--- config.mk ---
export PLATFORM = sky130hd
export DESIGN_NAME = gcbm_grow
export DESIGN_NICKNAME = d
export VERILOG_FILES = /design/src/rtl/gcbm_pkg.sv /design/src/rtl/gcbm_grow.sv
export SDC_FILE = /design/constraint.sdc
export NUM_CORES = 1
export LEC_CHECK = 0
export BUFFER_PORTS_ARGS = -buffer_cell sky130_fd_sc_hd__buf_2
export CORE_MARGIN = 3
export CORE_UTILIZATION = 60
export CTS_CLUSTER_DIAMETER = 40
export DETAILED_ROUTE_END_ITERATION = 12
export PLACE_DENSITY = 0.8
export SYNTH_ARGS = -nofsm -noshare
export SYNTH_HDL_FRONTEND = slang
export SYNTH_SLANG_ARGS = --single-unit
--- constraint.sdc ---
create_clock -name clock -period 6.22 [get_ports clock]
set_input_delay 0.622 -clock clock [delete_from_list [all_inputs] [get_ports clock]]
set_output_delay 0.622 -clock clock [all_outputs]
set_load 0.03 [all_outputs]
--- src/rtl/gcbm_pkg.sv ---
// Shared types, codes and constants of the lexer input buffer.
`default_nettype none
package gcbm_pkg;

   localparam int unsigned OFS_W       = 16;
   localparam int unsigned STORE_AW    = 15;
   localparam int unsigned STORE_DEPTH = 1 << STORE_AW;
   localparam int unsigned REQ_W       = 32;
   localparam int unsigned RSP_W       = 80;
   localparam int unsigned CSR_AW      = 2;
   localparam int unsigned CSR_DW      = 15;

   localparam logic [7:0]       HUNDRED   = 8'd100;
   localparam logic [OFS_W-1:0] LEN_LIMIT = 16'd32767;

   // x / 100 == (x * RECIP_100) >> RECIP_SHIFT, exact for any x below 2^24
   localparam logic [25:0] RECIP_100   = 26'd42949673;
   localparam int unsigned RECIP_SHIFT = 32;

   localparam logic [1:0]        MODE_RESET  = 2'd1;
   localparam logic [7:0]        STEP_RESET  = 8'd15;
   localparam logic [CSR_DW-1:0] START_RESET = 15'd200;

   typedef enum logic [3:0] {
      ACT_APPEND    = 4'd0,
      ACT_COMPACT   = 4'd1,
      ACT_READ_NEXT = 4'd2,
      ACT_MARK      = 4'd3,
      ACT_RETRACT   = 4'd4,
      ACT_RESET     = 4'd5,
      ACT_REWIND    = 4'd6,
      ACT_CLEAR     = 4'd7,
      ACT_READ_AT   = 4'd8
   } action_type;

   typedef enum logic [1:0] {
      STATUS_OK      = 2'd0,
      STATUS_REFUSED = 2'd1,
      STATUS_BAD_CFG = 2'd2
   } status_type;

   typedef enum logic [1:0] {
      GROW_FIXED = 2'd0,
      GROW_ADD   = 2'd1,
      GROW_MUL   = 2'd2
   } grow_mode_type;

   typedef enum logic [1:0] {
      CSR_MODE  = 2'd0,
      CSR_STEP  = 2'd1,
      CSR_START = 2'd2
   } csr_index_type;

   typedef enum logic [2:0] {
      ST_IDLE,
      ST_EXEC,
      ST_GROW,
      ST_READ,
      ST_DONE
   } state_type;

   typedef struct packed {
      logic                wr_en;
      logic                rd_en;
      logic [STORE_AW-1:0] addr;
      logic [7:0]          wdata;
   } mem_req_type;

endpackage : gcbm_pkg
`default_nettype wire

--- src/rtl/gcbm_grow.sv ---
// Multiplicative growth: cap + (max - cap) * step / 100, or max when that adds nothing; three pipeline stages.
`default_nettype none
module gcbm_grow #(
   parameter int unsigned MAX_CAPACITY = 32766
) (
   input  logic                       clock,
   input  logic                       reset,
   input  logic                       start,
   input  logic [gcbm_pkg::OFS_W-1:0] cap,
   input  logic [7:0]                 step,
   output logic                       done,
   output logic [gcbm_pkg::OFS_W-1:0] grown
);
   import gcbm_pkg::*;

   localparam logic [OFS_W-1:0] MaxCap   = OFS_W'(MAX_CAPACITY);
   localparam logic [OFS_W:0]   MaxCapX  = (OFS_W + 1)'(MAX_CAPACITY);
   localparam int unsigned      PROD_W   = OFS_W + 8;
   localparam int unsigned      RPROD_W  = PROD_W + 26;

   logic [PROD_W-1:0]  prod_ff;
   logic [OFS_W-1:0]   quot_ff;
   logic [OFS_W-1:0]   grown_ff;
   logic               v1_ff, v2_ff, v3_ff;
   logic [OFS_W-1:0]   diff;
   logic [RPROD_W-1:0] rprod;
   logic [OFS_W:0]     sum;

   assign diff  = MaxCap - cap;
   assign rprod = RPROD_W'(prod_ff) * RPROD_W'(RECIP_100);
   assign sum   = {1'b0, cap} + {1'b0, quot_ff};

   always_ff @(posedge clock) begin
      if (reset) begin
         v1_ff <= 1'b0;
         v2_ff <= 1'b0;
         v3_ff <= 1'b0;
      end else begin
         v1_ff <= start;
         v2_ff <= v1_ff;
         v3_ff <= v2_ff;
      end
   end

   always_ff @(posedge clock) begin
      prod_ff <= PROD_W'(diff) * PROD_W'(step);
      quot_ff <= rprod[RECIP_SHIFT +: OFS_W];
      // zero increment or reaching the ceiling both land on the ceiling
      grown_ff <= (quot_ff != '0 && sum < MaxCapX) ? sum[OFS_W-1:0] : MaxCap;
   end

   assign done  = v3_ff;
   assign grown = grown_ff;

endmodule : gcbm_grow
`default_nettype wire

==> qor.yml, run 1 <==
drc_errors: 0
dp_hpwl_mm: 31.3
antenna_found_initial: 0
fin_crit_ns: 6.38
synth_cells: 1571
ys_types: 53
finalNetCount: 2325
netlist_area_um2: 15200
clock_skew_ns: 0.00972
crit_slowest_cell: "fa_1"
diodes: 0
synth_nets: 2190
drt_pass1_iterations: 5
die_x_um: 165
dp_cells: 2015
finalHoldViolCount: 0
coreArea_um2: 24600
cp_max_fo: 4
fill_cells: 1734
numCtsBuffers: 9
slowest_delay_ns: 0.54
ys_warn_count: 0
ant_nets: 0
worst_pin_slew_ns: 0.990
syn_avg_cell_area_um2: 9.68
cp-end-kind: "flop"
fin_ws_ns: -0.160
cts.path.max_buffers: 2
drv_slew: 0
track_usage_pct: 28.5
synth_seq_cells: 59
start_util_pct: 61.8
worstPathArrival_ns: 6.63
grt_pass1_wl_mm: 60.3
async_reset_ff_share_pct: 0
worstPathRequired_ns: 6.47
drt_iter0_drc: 515
area_growth_pct: 12.5
drv_cap: 0
cts.clk_slew.worst_paths_ns: 0.05
detail_route.wl_per_cell_um: 17.7
clk_latency_ns: 0.32
io-pin-count: 44
fin_cells: 2034
finalWeightedCongestion: 0.961
wl_mm: 35.9
cp_common_cell: "fa_1"
synth_top_cell_by_area: "fa_1"
grt_pass1_vias: 12200
critPathLaunchType: "flop"
synth.area.top_cells: "fa_1 38%, ha_1 25%, inv_1 11%, dfxtp_1 7.8%, and2_1 3.2%"
io_buffers: 43
hp-class: "reg2reg"
design_area_um2: 17100
ys.flop_type: "dfxtp_1"
violations: "negative setup slack"
synth_top_area_share_pct: 37.8
post_drt_via_cell_ratio: 5.35
rows: 57
cts_tree: "yes"
rsz0062_at_grt: "true"
crit_type: "reg2reg"
max_freq_ghz: 0.157
hold_slack_ns: 0.443
clock-sinks: 59
grt_start_max_net_pins: 17
overflow: 0
vias: 10900
post_route_cells_drive_above_1_share_pct: 13.3
finalSetupViolations: 9
cts_root_buf: "clkbuf_16"
fin_crit_sh_pct: 103
dieArea_um2: 27300
htreeDepth: 3
seq_area_frac_synth_pct: 7.77
die_y_um: 165
place_area_um2: 16500
synth-edff-count: 0
relSlewSlack_pct: 34.0
run_status: "complete, but fails checks"
## cell families after synthesis
family / synth area share (%)
other: 0.0247
xor gates and xnor gates: 3.63
buffers and inverters: 11.6
DFF: 7.77
and+or+nand+nor: 9.12
adders and majority gates: 62.9
AOI/OAI and AO/OA: 4.98
## per-layer routing
| metal | part of all wire, % | vias up | global-route usage, % |
|---|---|---|---|
| met5 | 0 | - | 0 |
| met2 | 49 | 338 | 48.6 |
| met4 | 4.3 | 0 | 10.7 |
| li1 | - | 5069 | - |
| met1 | 41 | 5369 | 36.8 |
| met3 | 5.7 | 97 | 4.44 |
## timing repair
item	CTS	global route
hold buffers	0	0
pin swaps	43	48
buffers inserted	4	2
resized for setup	36	35
setup endpoints to repair	14	15
## cell usage after synthesis, drive strengths merged (14+ instances only)
| master | n |
|---|---|
| inv | 461 |
| ha | 305 |
| fa | 287 |
| nand2 | 80 |
| and2 | 78 |
| dfxtp | 59 |
| xnor2 | 39 |
| a21oi | 37 |
| nor2 | 37 |
| xor2 | 24 |
| o21ai | 21 |
| a21o | 14 |
## state kept, by name, summed over array words and instances, names as in the netlist
signal   cells
v2_ff        1
prod_ff     24
quot_ff     16
done         1
v1_ff        1
grown       16
## final timing paths
path / startpoint / end / slack (ns) / cells after the start
max: prod_ff[6] / quot_ff[12] / -0.16 / 25
min: v2_ff / done / 0.44 / 1
max reg2reg: prod_ff[6] / quot_ff[12] / -0.16 / 25
min reg2reg: v2_ff / done / 0.44 / 1
## critical path: cells and delay by family, from the launching register on
family | cells | cell delay, ns
buf+inv | 8 | 0.72
fa+ha+maj | 8 | 3.70
simple gates | 3 | 0.44
compound gates | 5 | 0.99
xor+xnor | 1 | 0.14
flops | 1 | 0.33
## cell usage in the layout, fill, tap and decap left out, types with 7 or more instances in the layout
master     instances
a21oi_2            8
a21o_1            13
o21ai_0           17
nand3_1           12
a21oi_1           29
nand2b_1           7
and2_1            77
xor2_1            24
fa_2              10
ha_1             292
inv_2             12
nor2b_1           12
buf_2             43
xnor2_1           36
nand4_1           12
buf_4             87
nor3_1             8
nand2_1           79
fa_1             277
dfxtp_1           48
dfxtp_2            8
inv_1            449
nor2_1            34
o21a_1             8
clkbuf_16          9
ha_4              11
## per-stage QoR
step	utilization, %	setup WS [ns]	TNS, ns
2_1_floorplan	-	0.00176	0
3_3_place_gp	66.9	-0.313	-2.49
3_5_place_dp	66.9	-0.398	-3.61
4_1_cts	68.8	-0.190	-0.811
5_1_grt	69.5	-0.365	-3.15
6_report	69.5	-0.160	-0.759
## cell type report
type	count	area (um2)	area share, %
clock buffer	11	253	1.48
clock inverter	4	50.0	0.293
inverter	461	1730	10.1
multi-input combinational	1042	12600	73.4
sequential	59	1200	7.03
tap	324	405	2.37
timing repair buffer	133	902	5.27
Power of run 1 is not shown: default switching activity piles up to over one toggle a cycle in this logic, so the estimate is an artifact.
==> run 2: changes to the inputs <==
--- a/config.mk
+++ b/config.mk
@@ -6,6 +6,7 @@
 export NUM_CORES = 1
 export LEC_CHECK = 0
 export BUFFER_PORTS_ARGS = -buffer_cell sky130_fd_sc_hd__buf_2
+export CORE_ASPECT_RATIO = 0.7
 export CORE_MARGIN = 3
 export CORE_UTILIZATION = 60
 export CTS_CLUSTER_DIAMETER = 40
==> run 2 against run 1 <==
Effect of this change:
- the run still ends with negative setup slack left
- sequential share of layout area is 0.059 points higher
- wire length increased by 2.3%
- count of clock-buffer cells in the layout fell by 1
- setup slack worse by 0.090 ns
- final cell count fell by 0.15%
- critical endpoint is now quot_ff[15]
- highest routed layer unchanged
==> qor.yml, run 2 (synthesis gave the netlist of run 1 again) <==
drt_pass1_iterations: 5
clock-sinks: 59
cts.clk_slew.worst_paths_ns: 0.06
busiest_layer: "met2"
ant_nets: 0
area_growth_pct: 12.3
cp_max_fo: 5
crit_type: "reg2reg"
grt_util_met1_pct: 40.7
final_cell_mix: "446 x inv_1, 294 x ha_1, 272 x fa_1"
grt_pass1_vias: 11900
fin_crit_sh_pct: 104
drv_cap: 0
clk_latency_ns: 0.34
numCtsBuffers: 9
grtUsageMet3_pct: 8.89
rows: 48
cts_root_buf: "clkbuf_16"
worstPathRequired_ns: 6.49
tns_ns: -2.04
cts.path.max_buffers: 2
antenna_found_initial: 0
hp-class: "reg2reg"
cts_tree: "yes"
rsz0062_at_grt: "true"
htreeDepth: 3
cp-end-kind: "flop"
coreArea_um2: 24800
wl_mm: 36.7
finalSetupViolations: 12
global_route.usage.met2_pct: 42.6
detail_route.wl_per_cell_um: 18.1
dp_hpwl_mm: 31.8
finalNetCount: 2320
drc_errors: 0
place_area_um2: 16400
grt_start_max_net_pins: 17
drt_iter0_drc: 610
post_route_cells_drive_above_1_share_pct: 13.7
die_y_um: 139
io-pin-count: 44
drv_slew: 0
die_x_um: 196
worstPathArrival_ns: 6.74
design_area_um2: 17100
relSlewSlack_pct: 27.8
run_status: "complete, but fails checks"
max_freq_ghz: 0.155
finalHoldViolCount: 0
start_util_pct: 61.3
finalWeightedCongestion: 0.969
regMostFlops: "prod_ff"
clock_skew_ns: 0.0102
diodes: 0
overflow: 0
io_buffers: 43
vias: 10800
dieArea_um2: 27300
track_usage_pct: 28.3
fin_crit_ns: 6.47
grt_pass1_wl_mm: 60.7
layout_commonest_cell: "inv_1"
cts_hold_repair.buffers: 0
post_drt_via_cell_ratio: 5.30
worst_pin_slew_ns: 1.08
violations: "negative setup slack"
critPathLaunchType: "flop"
largest_register_ff_count: 24
fin_ws_ns: -0.250
-- run 2: worst max-delay path, cell delays in order, from the launching register on --
cell and delay, ns:
dfxtp_2 0.34, buf_6 0.14, fa_1 0.48, buf_4 0.16, fa_1 0.50, ha_4 0.31
inv_1 0.05, fa_1 0.49, fa_2 0.58, fa_1 0.44, fa_1 0.54, inv_1 0.04
ha_1 0.19, nand3_1 0.10, nand2_2 0.08, a2111oi_4 0.36, a21oi_2 0.10, a2111o_1 0.54
a21oi_2 0.22, buf_4 0.14, o21ai_4 0.06, a31o_4 0.26, a31oi_4 0.16, xnor2_1 0.13
-- run 2: area by class of cell --
cell class / instances / area (um2)
multi-input cells: 1042 / 12600
fillers: 1791 / 7720
inverters: 461 / 1730
flip-flops and latches: 59 / 1210
repair buffers: 128 / 872
well taps: 325 / 407
clock buffers: 10 / 239
clock inverters: 6 / 65.1
-- run 2: metal layers --
layer,vias up,wire length [um]
met2,382,15800
met1,5251,16300
li1,5058,-
met5,-,0
met4,0,728
met3,64,3890
-- run 2: final timing paths --
check                  start          end  slack (ns)  cells past startpoint
hold reg to reg        v1_ff        v2_ff        0.44                      1
setup / recovery  prod_ff[2]  quot_ff[15]       -0.25                     23
hold / removal         v1_ff        v2_ff        0.44                      1
setup reg to reg  prod_ff[2]  quot_ff[15]       -0.25                     23
-- run 2: per-stage QoR --
step	cells	hold slack (ns)	setup slack (ns)	util (%)
after CTS	2025	0.443	-0.0710	68.2
after detailed placement	2004	0.429	-0.404	66.0
after global placement	2004	0.417	-0.302	66.0
final	2031	0.437	-0.250	68.9
after floorplan	1571	0.414	0.00176	-
after global routing	2031	0.461	-0.443	68.9
-- run 2: what timing repair did --
item	in CTS	in global routing
pin swaps	48	46
gates resized for setup	50	35
setup buffers	5	6
setup endpoints to repair	15	14
Power of run 2 is left out for the same reason.
